==> src/rtl/scx_pkg.sv <==
// ----------------------------------------------------------------------------
// scx_pkg: shared types and constants of the stream cipher xor engine
// payload structs, configuration register codes and core handshake types
// ----------------------------------------------------------------------------
`default_nettype none

package scx_pkg;

  localparam int ROUNDS_DEFAULT      = 20;
  localparam int QUEUE_DEPTH_DEFAULT = 4;

  localparam int CFG_IDX_W  = 3;
  localparam int CFG_DATA_W = 64;

  // configuration register codes
  localparam logic [CFG_IDX_W-1:0] REG_KEY_PART_0    = 3'd0;
  localparam logic [CFG_IDX_W-1:0] REG_KEY_PART_1    = 3'd1;
  localparam logic [CFG_IDX_W-1:0] REG_KEY_PART_2    = 3'd2;
  localparam logic [CFG_IDX_W-1:0] REG_KEY_PART_3    = 3'd3;
  localparam logic [CFG_IDX_W-1:0] REG_NONCE_VALUE   = 3'd4;
  localparam logic [CFG_IDX_W-1:0] REG_COUNTER_START = 3'd5;

  typedef struct packed {
    logic [7:0] data_in;
    logic       end_of_message;
  } in_t;

  typedef struct packed {
    logic [7:0] data_out;
    logic       end_of_message_out;
  } out_t;

  // key and nonce as seen by the core
  typedef struct packed {
    logic [63:0] key_part_0;
    logic [63:0] key_part_1;
    logic [63:0] key_part_2;
    logic [63:0] key_part_3;
    logic [63:0] nonce_value;
  } cfg_t;

  // a configuration transfer to a known register
  typedef struct packed {
    logic        hit;
    logic [63:0] counter;
  } cfg_evt_t;

  typedef logic [15:0][31:0] block_t;

  typedef struct packed {
    logic        start;
    logic        abort;
    logic        take;
    logic [63:0] counter;
  } core_req_t;

  typedef struct packed {
    logic idle;
    logic done;
  } core_stat_t;

  typedef enum logic [1:0] {
    CORE_IDLE,
    CORE_RUN,
    CORE_FIN,
    CORE_DONE
  } core_state_t;

endpackage

`default_nettype wire

==> src/rtl/scx_back.sv <==
// ----------------------------------------------------------------------------
// scx_back: keystream buffer and xor stage
// holds the current block, position and counter, drives the output register
// ----------------------------------------------------------------------------
`default_nettype none

module scx_back (
  input  wire logic                clk,
  input  wire logic                rst,
  input  wire logic                q_valid,
  output logic                     q_ready,
  input  wire scx_pkg::in_t        q_item,
  output logic                     out_valid,
  input  wire logic                out_ready,
  output scx_pkg::out_t            out_item,
  input  wire scx_pkg::cfg_evt_t   cfg_evt,
  output scx_pkg::core_req_t       core_req,
  input  wire scx_pkg::core_stat_t core_stat,
  input  wire scx_pkg::block_t     core_block
);

  scx_pkg::block_t cur_words;
  logic            cur_valid;
  logic [5:0]      byte_pos;
  logic [63:0]     block_counter;
  logic [31:0]     ks_word;
  logic [7:0]      ks_byte;
  logic            pop;
  logic            block_end;
  logic            load;

  assign ks_word   = cur_words[byte_pos[5:2]];
  assign ks_byte   = 8'(ks_word >> {byte_pos[1:0], 3'b000});
  assign q_ready   = cur_valid && (!out_valid || out_ready);
  assign pop       = q_valid && q_ready;
  assign block_end = pop && (byte_pos == 6'd63 || q_item.end_of_message);
  assign load      = core_stat.done && (!cur_valid || block_end);

  // the core works on the block after the one in use, or on the block at block_counter while none is held
  assign core_req.start   = core_stat.idle && !cfg_evt.hit;
  assign core_req.abort   = cfg_evt.hit;
  assign core_req.take    = load;
  assign core_req.counter = block_counter + {63'd0, cur_valid};

  always_ff @(posedge clk) begin
    if (rst) begin
      cur_valid     <= 1'b0;
      byte_pos      <= '0;
      block_counter <= '0;
      out_valid     <= 1'b0;
    end else begin
      if (out_valid && out_ready) out_valid <= 1'b0;
      if (pop) begin
        out_valid <= 1'b1;
        byte_pos  <= block_end ? 6'd0 : byte_pos + 6'd1;
      end
      if (block_end) begin
        block_counter <= block_counter + 64'd1;
        cur_valid     <= 1'b0;
      end
      if (load) cur_valid <= 1'b1;
      if (cfg_evt.hit) begin
        block_counter <= cfg_evt.counter;
        byte_pos      <= '0;
        cur_valid     <= 1'b0;
      end
    end
  end

  always_ff @(posedge clk) begin
    if (load) cur_words <= core_block;
    if (pop) begin
      out_item.data_out           <= q_item.data_in ^ ks_byte;
      out_item.end_of_message_out <= q_item.end_of_message;
    end
  end

endmodule

`default_nettype wire

==> config.mk <==
export PLATFORM = sky130hd
export DESIGN_NAME = scx_back
export DESIGN_NICKNAME = d
export VERILOG_FILES = /design/src/rtl/scx_pkg.sv /design/src/rtl/scx_back.sv
export SDC_FILE = /design/constraint.sdc
export NUM_CORES = 1
export LEC_CHECK = 0
export CELL_PAD_IN_SITES_DETAIL_PLACEMENT = 0
export CELL_PAD_IN_SITES_GLOBAL_PLACEMENT = 1
export CORE_AREA = 2 2 264 266
export DETAILED_ROUTE_END_ITERATION = 6
export DIE_AREA = 0 0 266 268
export DONT_BUFFER_PORTS = 1
export PLACE_DENSITY = 0.6
export SLEW_MARGIN = 20
export SYNTH_ARGS = -nofsm -noshare
export SYNTH_HDL_FRONTEND = slang
export SYNTH_SLANG_ARGS = --single-unit
==> constraint.sdc <==
create_clock -name clk -period 40.4 [get_ports clk]
set_clock_uncertainty 0.1 [all_clocks]
set_input_delay 2.02 -clock clk [delete_from_list [all_inputs] [get_ports clk]]
set_output_delay 2.02 -clock clk [all_outputs]
set_load 0.02 [all_outputs]
==> results.sh <==
export IMPL_status="finished clean"
export IMPL_clkSlewWorstSetupHoldPaths_ns=0.05
export IMPL_root_buffer="clkbuf_16"
export IMPL_rows=96
export IMPL_cts_sinks=593
export IMPL_die_h_um=268
export IMPL_hold_path_class="reg2reg"
export IMPL_pwr_density_cell_nw_per_um2=49.1
export IMPL_path_max_fanout=59
export IMPL_final_nets=2166
export IMPL_yosysWarnings=0
export IMPL_post_place_cells=2382
export IMPL_synth_seq_cells=593
export IMPL_syn_area_um2=25200
export IMPL_vias=14200
export IMPL_track_usage_pct=21.2
export IMPL_via_per_inst=5.63
export IMPL_grt_max_degree=183
export IMPL_antenna_found_initial=41
export IMPL_drt_iter0_drc=1064
export IMPL_end_kind="output port"
export IMPL_period_minus_slack_ns=6.73
export IMPL_worstPathRequired_ns=38.28
export IMPL_drive_above_1_share_pct=15.5
export IMPL_area_growth_pct=12.0
export IMPL_finalHoldViolCount=0
export IMPL_wirelength_um=77200
export IMPL_ir_drop_v=0.0000409
export IMPL_coreArea_um2=68200
export IMPL_cts_buffers=68
export IMPL_cts_repair_resized=0
export IMPL_rsz0062_at_grt="false"
export IMPL_setup_viol=0
export IMPL_insertion_delay_ns=0.62
export IMPL_grtUsageMet2_pct=36.9
export IMPL_dr_pass1_iters=5
export IMPL_drcViolationCount=0
export IMPL_synthArstFlopShare_pct=0
export IMPL_cts_max_path_buffers=3
export IMPL_use_met3_pct=6.76
export IMPL_grt_first_pass_wirelength_um=107000
export IMPL_criticalPathCategory="in2out"
export IMPL_htree_levels=3
export IMPL_met1_usage_pct=24.7
export IMPL_place_congestion=0.891
export IMPL_cts_tree="yes"
export IMPL_finalMaxSlewViolations=0
export IMPL_syn_inst=1587
export IMPL_synth_edff_count=521
export IMPL_io_buffers=0
export IMPL_setup_tns_ns=0
export IMPL_first_global_vias=14600
export IMPL_cp_start_kind="input pin"
export IMPL_cts_setup_buffers=0
export IMPL_die_area_um2=71300
export IMPL_cap_violations=0
export IMPL_antenna_left=0
export IMPL_synth_ff_type="edfxtp_1"
export IMPL_tightest_slew_ns=1.13
export IMPL_syn_nets=2183
export IMPL_fin_cells=2519
export IMPL_ys_seq_area_share_pct=67.9
export IMPL_cellLeakagePower_uw=0.00876
export IMPL_relSlewSlack_pct=24.3
export IMPL_fp_dieW_um=266
export IMPL_io_pins=670
export IMPL_period_share_pct=16.7
export IMPL_avgSynthCellArea_um2=15.9
export IMPL_initial_core_util_pct=36.9
export IMPL_ys_types=68
export IMPL_gr_max_usage_layer="met2"
export IMPL_clock_fmax_ghz=0.149
export IMPL_overflow=0
export IMPL_cts_hold_buf=0
export IMPL_post_drt_wl_per_cell_um=30.7
export IMPL_cp_arrival_ns=4.61
export IMPL_hpwl_um=57400
through the flow:
| stage | hold slack, ns | power [µW] | setup WS (ns) | util (%) | area (µm²) |
|---|---|---|---|---|---|
| floorplan | 0.389 | 806 | 9.04 | - | 25200 |
| global placement | 0.396 | 795 | 33.72 | 38.0 | 26000 |
| detailed placement | 0.417 | 798 | 33.61 | 38.0 | 26000 |
| CTS | 0.422 | 1400 | 33.61 | 41.2 | 28100 |
| global route | 0.449 | 1430 | 33.39 | 41.3 | 28200 |
| finish | 0.419 | 1380 | 33.67 | 41.3 | 28200 |
power by group:
group | switching [µW] | total (µW) | internal [µW]
Clock | 259 | 598 | 340
Combinational | 37.1 | 56.4 | 19.3
Sequential | 17.9 | 728 | 710
Total | 314 | 1380 | 1070
sequential cells by signal (all words and copies together), names as in the netlist:
signal / cells
cur_words: 512
out_valid: 1
byte_pos: 6
out_item: 9
cur_valid: 1
block_counter: 64
worst paths after layout:
path,start,end,slack (ns),depth (start not counted)
setup / recovery,out_ready,core_req[64],33.67,6
hold / removal,block_counter[63]$_SDFFE_PP0P_,block_counter[63]$_SDFFE_PP0P_,0.42,2
setup reg to reg,cur_valid$_SDFFE_PP0P_,cur_words[265]$_DFFE_PP_,35.37,7
hold reg to reg,block_counter[63]$_SDFFE_PP0P_,block_counter[63]$_SDFFE_PP0P_,0.42,2
final cells by class:
cell class | count | area (µm²)
multi-input combinational | 885 | 7600
timing repair buffer | 15 | 125
clock buffer | 87 | 1790
fill | 6204 | 40000
antenna | 20 | 50.0
clock inverter | 30 | 378
sequential | 593 | 17100
tap | 882 | 1100
inverter | 7 | 27.5
layer usage:
metal	vias to the layer above	part of all wire, %
met3	159	8.2
met4	38	3.0
met2	606	51
met1	7136	37
met5	-	0.32
li1	6253	-
synth_stat cells (19+ instances only):
cell type	n	area, µm²
a211oi_1	49	368
buf_2	30	150
clkbuf_1	46	173
dfxtp_1	72	1440
edfxtp_1	521	15600
mux2i_1	66	661
mux4_2	96	2160
nand2_1	87	327
nand3_1	26	130
nand4_1	41	257
nor2_1	110	413
nor3_1	28	140
o21ai_0	19	95.1
xnor2_1	55	482
xor2_1	69	604
logic make-up (layout without fill, tap and decap cells):
family                   after synthesis  after routing  share of synthesized area, %
flip-flops                           593            593                          67.9
AND/OR/NAND/NOR                      407            407                          8.56
multiplexers                         178            178                          11.9
AO/OA/AOI/OAI                        172            172                          5.14
XOR/XNOR                             124            124                          4.32
buffers and inverters                109            139                          1.93
adder cells (fa/ha/maj)                4              4                         0.199
other                                  0             20                             0
worst max-delay path, cell delays in order:
cell and delay, ns:
nand2b_1 0.11, nand3_1 0.54, clkinv_1 0.69, nand2_1 0.29
a21boi_4 0.25, buf_4 0.61
layout by cell type, fill, tap and decap left out, types with 41 or more instances in the layout:
master     netlist  layout
edfxtp_1       521     521
xor2_1          69      69
a211oi_1        49      49
nor2_1         110     110
nand4_1         41      41
dfxtp_1         72      67
mux2i_1         66      66
nand2_1         87      87
xnor2_1         55      55
clkbuf_16        0      69
mux4_2          96      96
(Power assumes the default switching activity.)
