--- src/rtl/scx_pkg.sv ---
// ----------------------------------------------------------------------------
// scx_pkg: shared types and constants of the stream cipher xor engine
// payload structs, configuration register codes and core handshake types
// ----------------------------------------------------------------------------
`default_nettype none

package scx_pkg;

  localparam int ROUNDS_DEFAULT      = 20;
  localparam int QUEUE_DEPTH_DEFAULT = 4;

  localparam int CFG_IDX_W  = 3;
  localparam int CFG_DATA_W = 64;

  // configuration register codes
  localparam logic [CFG_IDX_W-1:0] REG_KEY_PART_0    = 3'd0;
  localparam logic [CFG_IDX_W-1:0] REG_KEY_PART_1    = 3'd1;
  localparam logic [CFG_IDX_W-1:0] REG_KEY_PART_2    = 3'd2;
  localparam logic [CFG_IDX_W-1:0] REG_KEY_PART_3    = 3'd3;
  localparam logic [CFG_IDX_W-1:0] REG_NONCE_VALUE   = 3'd4;
  localparam logic [CFG_IDX_W-1:0] REG_COUNTER_START = 3'd5;

  typedef struct packed {
    logic [7:0] data_in;
    logic       end_of_message;
  } in_t;

  typedef struct packed {
    logic [7:0] data_out;
    logic       end_of_message_out;
  } out_t;

  // key and nonce as seen by the core
  typedef struct packed {
    logic [63:0] key_part_0;
    logic [63:0] key_part_1;
    logic [63:0] key_part_2;
    logic [63:0] key_part_3;
    logic [63:0] nonce_value;
  } cfg_t;

  // a configuration transfer to a known register
  typedef struct packed {
    logic        hit;
    logic [63:0] counter;
  } cfg_evt_t;

  typedef logic [15:0][31:0] block_t;

  typedef struct packed {
    logic        start;
    logic        abort;
    logic        take;
    logic [63:0] counter;
  } core_req_t;

  typedef struct packed {
    logic idle;
    logic done;
  } core_stat_t;

  typedef enum logic [1:0] {
    CORE_IDLE,
    CORE_RUN,
    CORE_FIN,
    CORE_DONE
  } core_state_t;

endpackage

`default_nettype wire

--- src/rtl/scx_front.sv ---
// ----------------------------------------------------------------------------
// scx_front: input byte queue
// accepts byte transfers and holds them until the back end takes them
// ----------------------------------------------------------------------------
`default_nettype none

module scx_front #(
  parameter int DEPTH = scx_pkg::QUEUE_DEPTH_DEFAULT
) (
  input  wire logic        clk,
  input  wire logic        rst,
  input  wire logic        push_valid,
  output logic             push_ready,
  input  wire scx_pkg::in_t push_item,
  output logic             pop_valid,
  input  wire logic        pop_ready,
  output scx_pkg::in_t     pop_item
);

  localparam int PW = (DEPTH > 1) ? $clog2(DEPTH) : 1;
  localparam int CW = $clog2(DEPTH + 1);

  scx_pkg::in_t   slots [DEPTH];
  logic [PW-1:0]  wr_ptr;
  logic [PW-1:0]  rd_ptr;
  logic [CW-1:0]  count;
  logic           push;
  logic           pop;

  assign push_ready = (count != CW'(DEPTH));
  assign pop_valid  = (count != '0);
  assign pop_item   = slots[rd_ptr];
  assign push       = push_valid && push_ready;
  assign pop        = pop_valid && pop_ready;

  always_ff @(posedge clk) begin
    if (rst) begin
      wr_ptr <= '0;
      rd_ptr <= '0;
      count  <= '0;
    end else begin
      if (push) begin
        wr_ptr <= (wr_ptr == PW'(DEPTH - 1)) ? '0 : wr_ptr + 1'b1;
      end
      if (pop) begin
        rd_ptr <= (rd_ptr == PW'(DEPTH - 1)) ? '0 : rd_ptr + 1'b1;
      end
      if (push && !pop) begin
        count <= count + 1'b1;
      end else if (pop && !push) begin
        count <= count - 1'b1;
      end
    end
  end

  always_ff @(posedge clk) begin
    if (push) begin
      slots[wr_ptr] <= push_item;
    end
  end

endmodule

`default_nettype wire

--- config.mk ---
export PLATFORM = sky130hd
export DESIGN_NAME = scx_front
export DESIGN_NICKNAME = d
export VERILOG_FILES = /design/src/rtl/scx_pkg.sv /design/src/rtl/scx_front.sv
export SDC_FILE = /design/constraint.sdc
export NUM_CORES = 1
export LEC_CHECK = 0
export BUFFER_PORTS_ARGS = -buffer_cell sky130_fd_sc_hd__buf_2
export CAP_MARGIN = 20
export CORE_MARGIN = 10
export CORE_UTILIZATION = 50
export DETAILED_ROUTE_END_ITERATION = 16
export PLACE_DENSITY = 0.71
export REMOVE_ABC_BUFFERS = 1
export SYNTH_ARGS = -nofsm -noshare
export SYNTH_HDL_FRONTEND = slang
export SYNTH_SLANG_ARGS = --single-unit
--- constraint.sdc ---
create_clock -name clk -period 4.6 [get_ports clk]
set_clock_uncertainty 0.05 [all_clocks]
set_input_delay 0 -clock clk [delete_from_list [all_inputs] [get_ports clk]]
set_output_delay 0 -clock clk [all_outputs]
set_load 0.03 [all_outputs]
==> results of run 1 <==
[layout make-up]
cell class	instances	area, um2
Tap cell	46	57.6
Fill cell	255	1250
Sequential cell	45	1260
Timing Repair Buffer	35	235
Clock buffer	5	37.5
Clock inverter	3	46.3
Inverter	3	11.3
Multi-Input combinational cell	43	487
[kinds of logic (layout without fill, tap and decap cells)]
group                    after synthesis  in the layout  synth area share, %
AO/OA/AOI/OAI                          5              5                 1.97
XOR/XNOR                               2              2                0.986
adder cells (fa/ha/maj)                7              7                 5.35
buffers and inverters                  7             46                 1.62
flip-flops                            45             45                 71.0
multiplexers                          12             12                 13.1
AND/OR/NAND/NOR                       17             17                 5.99
[routing by layer]
layer / track usage, % / up-vias
met3: 3.94 / 7
met5: 0 / -
li1: - / 442
met2: 18.6 / 23
met4: 5.56 / 0
met1: 9.54 / 468
[report_power, final]
group,total [mW],switching (mW),internal [mW]
clock network,0.240,0.125,0.115
logic,0.347,0.197,0.150
registers,0.547,0.0484,0.499
[state kept, by name, summed over array words and instances, names as in the netlist, named ones only]
name and flops:
rd_ptr 2, wr_ptr 2, count 3, slots 36
[worst register-to-register path, delay by kind of cell (launching register included)]
kind            cells  cell delay [ns]
simple gates        1             0.41
buf+inv             1             0.07
flops               1             0.38
fa+ha+maj           2             0.68
compound gates      2             0.67
xor+xnor            1             0.16
[placed cells by master, fill, tap and decap left out]
cell	Yosys	routed
nand2b_1	2	2
clkinv_4	0	1
fa_1	1	1
dfxtp_1	9	9
or3b_1	1	1
or3_1	1	1
nand2_1	1	1
bufinv_16	0	1
nor3_1	1	1
buf_2	1	23
a21oi_1	2	2
xor2_1	2	2
edfxtp_1	36	36
and2_4	1	1
mux4_2	9	9
dlygate4sd3_1	0	12
o21ai_0	1	1
and3_2	4	4
clkbuf_4	0	5
nand3_1	1	1
clkinvlp_4	0	1
nor2_1	3	3
o31ai_1	1	1
or3_2	2	2
ha_1	6	6
inv_1	3	3
mux2i_1	3	3
o31ai_2	1	1
[through the flow]
step / hold slack [ns] / total power [mW] / setup slack [ns] / cells
2_1_floorplan: 0.0191 / 0.803 / 2.23 / 91
3_3_place_gp: 0.160 / 0.886 / 2.28 / 160
3_5_place_dp: 0.166 / 0.903 / 2.16 / 160
4_1_cts: 0.326 / 1.15 / 2.13 / 180
5_1_grt: 0.335 / 1.20 / 1.94 / 180
6_report: 0.345 / 1.13 / 2.13 / 180
[worst max path at each step]
stage                                startpoint               endpoint  slack [ns]  cells past startpoint
after floorplan           count[0]$_SDFFE_PP0P_  count[2]$_SDFFE_PP0P_        2.23                      8
after global placement    count[0]$_SDFFE_PP0P_  count[2]$_SDFFE_PP0P_        2.28                      7
after detailed placement  count[0]$_SDFFE_PP0P_  count[2]$_SDFFE_PP0P_        2.16                      7
after CTS                 count[0]$_SDFFE_PP0P_  count[2]$_SDFFE_PP0P_        2.13                      7
after global routing      count[0]$_SDFFE_PP0P_  count[2]$_SDFFE_PP0P_        1.94                      7
final                     count[0]$_SDFFE_PP0P_  count[2]$_SDFFE_PP0P_        2.13                      7
[timing repair]
| item | CTS | global route |
|---|---|---|
| endpoints found under the hold margin | 45 | 0 |
| hold buffers | 12 | 0 |
| buffers inserted | 0 | 0 |
==> impl_metrics.yaml, run 1 <==
floorplan:
  initial_core_util_pct: 52.4
  io_pins: 24
  die_w_um: 79.6
  die_area_um2: 6340
  num_rows: 21
  coreArea_um2: 3390
  die-height_um: 79.6
timing:
  timing.final.hold_violations: 0
  worstMarginPinSlew_ns: 0.602
  final_max_slew_viol_count: 0
  fmax_mhz: 404
  slew-limit-headroom_pct: 59.8
  period_share_pct: 53.8
  setup_tns_ns: 0
  rsz0062_at_grt: "no"
  min_period_ns: 2.47
  setup_violations: 0
global_route:
  gr-total-overflow: 0
  grt_pass1_wl_um: 4840
  antenna_found_initial: 0
  grt_pass1_vias: 1045
  grt_usage_pct: 10.2
  grt_max_degree: 16
critical_path:
  critical_path.top_delay_family: "adder cells"
  r2r_end: "count[2]$_SDFFE_PP0P_"
  reg2regPathDepth: 7
  cp_max_fo: 5
  cpPeakStageDelay_ns: 0.50
  required_ns: 4.83
  path_cells: "o31ai_1 -> ha_1 -> inv_1 -> fa_1 -> xor2_1 -> or3_2 -> a21oi_1"
  cpMaxStageDelayCell: "o31ai_1"
  rr_startpoint: "count[0]$_SDFFE_PP0P_"
  path_class: "register to register"
  end_kind: "register"
  rrSetupSlack_ns: 2.13
  startpoint_type: "register"
  crit_arrival_ns: 2.70
  crit_buf_inv: 1
cells_and_area:
  area_growth_pct: 20.2
  antenna_cells: 0
  layout-drive-gt1-share_pct: 35.8
  fin_util_pct: 63.0
  fin_nets: 153
  final_area_um2: 2140
worst_hold_path:
  hold_depth: 2
  min_to: "slots[1][3]$_DFFE_PP_"
  hold_path_class: "input port to register"
  hold_start: "push_item[3]"
clocking:
  clk_latency_ns: 0.35
  root_buffer: "clkbuf_4"
  numCtsBuffers: 5
  cts_buffer_depth: 2
  htreeDepth: 2
  cts_tree: "done"
  clock_sinks: 45
  ctsResizeCount: 0
  clkTransAtPathRegs_ns: 0.13
placement:
  finalWeightedCongestion: 0.752
  dp_hpwl_um: 2100
  numPortBuffers: 23
  place_area_um2: 1930
logic_synthesis:
  synth_area_um2: 1780
  synthArstFlopShare_pct: 0
  synth_commonest_cells: "edfxtp_1 (36), dfxtp_1 (9), mux4_2 (9)"
  ys_ff_latch: 45
  synth-edff-count: 36
  synth_cell_type_count: 26
  yosysSeqAreaShare_pct: 71.0
  yosys.area.top_type_share_pct: 60.8
  synth.area.top_cells: "edfxtp_1 (61%), mux4_2 (11%), dfxtp_1 (10%), ha_1 (4.2%), mux2i_1 (1.7%)"
  netlist_instances: 95
  synth_area_leader_cell: "edfxtp_1"
  avgSynthCellArea_um2: 18.7
  yosysMostFrequentCell: "edfxtp_1"
  yosysWarnings: 0
  synth_flop_cell: "edfxtp_1"
detailed_routing:
  vias: 940
  drt_first_pass_iters: 4
  ant_nets: 0
  route.detailed.drc: 0
  postRouteWirelength_um: 2970
  initialDrtViolationCount: 70
  routed-wl-met2_um: 1630
  wl_per_cell_um: 16.5
  detail_route.vias_per_cell: 5.22
  top_layer: "met4"
  wl_met1_um: 1100
  wl_met3_um: 179
power:
  leakage_nw: 0.785
  power_density_nw_per_um2: 531
  ir_worst_vdd_mv: 0.405
run_status:
  status: "completed"
run:
  cap_viol_max_count: 0
No activity file was read; power rests on OpenSTA's default activity.
==> inputs of run 2 (changes only) <==
==> constraint.sdc (replaced) <==
create_clock -name clk -period 2.3 [get_ports clk]
set_clock_uncertainty 0.05 [all_clocks]
set_input_delay 0 -clock clk [delete_from_list [all_inputs] [get_ports clk]]
set_output_delay 0 -clock clk [all_outputs]
set_load 0.03 [all_outputs]
==> impl_metrics.yaml, run 2 (synthesis results as in run 1) <==
run_status:
  status: "completed"
clocking:
  clkTransAtPathRegs_ns: 0.12
  clock_sinks: 45
  htreeDepth: 2
  cts_tree: "done"
  cts_setup_buffers: 0
  clk_latency_ns: 0.35
  cts_buffer_depth: 2
  numCtsBuffers: 5
  root_buffer: "clkbuf_4"
cells_and_area:
  layout_commonest_cell: "edfxtp_1"
  reg_top3: "slots: 36 flops, count: 3 flops"
  stdcell_count: 181
  area_growth_pct: 21.9
  final_area_um2: 2170
  largest_reg_flops: 36
  layout_common_cells: "edfxtp_1 (36), buf_2 (23), dlygate4sd3_1 (11), mux4_2 (9), dfxtp_1 (6)"
  fin_nets: 154
  layout-drive-gt1-share_pct: 40.7
  antenna_cells: 0
  top_register: "slots"
run:
  cap_viol_max_count: 0
timing:
  fmax_mhz: 448
  timing.final.hold_violations: 0
  slew-limit-headroom_pct: 59.7
  period_share_pct: 97.1
  worstMarginPinSlew_ns: 0.603
  setup_violations: 0
  final_max_slew_viol_count: 0
  min_period_ns: 2.23
  post-route-worst-setup-slack_ns: 0.0677
critical_path:
  cp.depth: 8
  cpPeakStageDelay_ns: 0.42
  crit_buf_inv: 1
  crit_end: "count[2]$_SDFFE_PP0P_"
  required_ns: 2.54
  rr_startpoint: "count[2]$_SDFFE_PP0P_"
  cpMaxStageDelayCell: "or3_2"
  startpoint_type: "register"
  cp_max_fo: 5
  path_cells: "or3b_4 -> and2_4 -> ha_2 -> inv_1 -> fa_1 -> xor2_1 -> or3_2 -> a21oi_2"
  path_class: "register to register"
  end_kind: "register"
  critical_path.top_delay_family: "simple AND/OR/NAND/NOR gates"
  startpoint: "count[2]$_SDFFE_PP0P_"
  crit_arrival_ns: 2.47
  rrSetupSlack_ns: 0.07
  r2r_end: "count[2]$_SDFFE_PP0P_"
  reg2regPathDepth: 8
floorplan:
  io_pins: 24
  num_rows: 21
  die-height_um: 79.6
  initial_core_util_pct: 52.4
  coreArea_um2: 3390
  die_area_um2: 6340
  die_w_um: 79.6
power:
  ir_worst_vdd_mv: 0.819
  power_mw: 2.33
  power_density_nw_per_um2: 1070
  leakage_nw: 0.791
detailed_routing:
  ant_nets: 0
  drt_first_pass_iters: 4
  detail_route.vias_per_cell: 5.24
  route.detailed.drc: 0
  postRouteWirelength_um: 3140
  initialDrtViolationCount: 41
  vias: 948
  wl_per_cell_um: 17.3
placement:
  finalWeightedCongestion: 0.675
  place_area_um2: 1950
  dp_slack_ns: -0.00988
  numPortBuffers: 23
  dp_hpwl_um: 2230
  place_inst: 162
global_route:
  grt_usage_pct: 10.8
  grtUsageMet2_pct: 18.8
  grt_pass1_vias: 1055
  busiest_layer: "met2"
  grt_max_degree: 14
  met3_usage_pct: 4.28
  gr-total-overflow: 0
  groute.layer.met1.usage_pct: 11.3
  grt_pass1_wl_um: 5140
  antenna_found_initial: 0
worst_hold_path:
  hold_path_class: "input port to register"
[run 2: layer usage]
layer / wire (um) / share of wire [%]
met3: 178 / 5.7
met5: 0 / 0
met4: 59 / 1.9
met2: 1680 / 53
met1: 1230 / 39
[run 2: layout make-up]
type	instances	area, um2
repair buffers	36	240
inverters	3	11.3
clock inverters	2	33.8
multi-input cells	43	509
flip-flops and latches	45	1270
clock buffers	6	41.3
well taps	46	57.6
fillers	244	1220
[run 2: metrics by stage]
step                utilization, %  setup TNS [ns]  hold WS (ns)
finish                        63.9               0        0.0867
global route                  63.9         -0.0103        0.0916
CTS                           63.0               0        0.0939
detailed placement            57.4        -0.00988         0.166
global placement              57.4               0         0.160
floorplan                        -         -0.0657        0.0191
[run 2: tightest hold or removal path, cell delays in order]
cell and delay, ns:
buf_2 0.11, o31ai_4 0.06, buf_4 0.12, mux2i_1 0.06, nor2_1 0.10
[run 2: repair_timing]
item	CTS	global route
cloned	0	0
hold buffers	11	0
endpoints found under the hold margin	45	0
resized for setup	1	10
setup endpoints to repair	1	1
pin swaps	0	1
[run 2: worst min-delay path by stage]
stage                     slack, ns                     end         start  depth (start not counted)
after floorplan                0.02   count[2]$_SDFFE_PP0P_           rst                          1
after global placement         0.16   slots[1][4]$_DFFE_PP_  push_item[4]                          1
after detailed placement       0.17   slots[0][1]$_DFFE_PP_  push_item[1]                          1
after CTS                      0.09  rd_ptr[0]$_SDFFE_PP0P_     pop_ready                          5
after global routing           0.09  rd_ptr[1]$_SDFFE_PP0P_     pop_ready                          5
final                          0.09  rd_ptr[1]$_SDFFE_PP0P_     pop_ready                          5
[run 2: power by group]
group / internal, mW / switching, mW / total (mW)
clock network: 0.226 / 0.230 / 0.456
registers: 1.01 / 0.113 / 1.13
logic: 0.333 / 0.412 / 0.745
total: 1.57 / 0.755 / 2.33
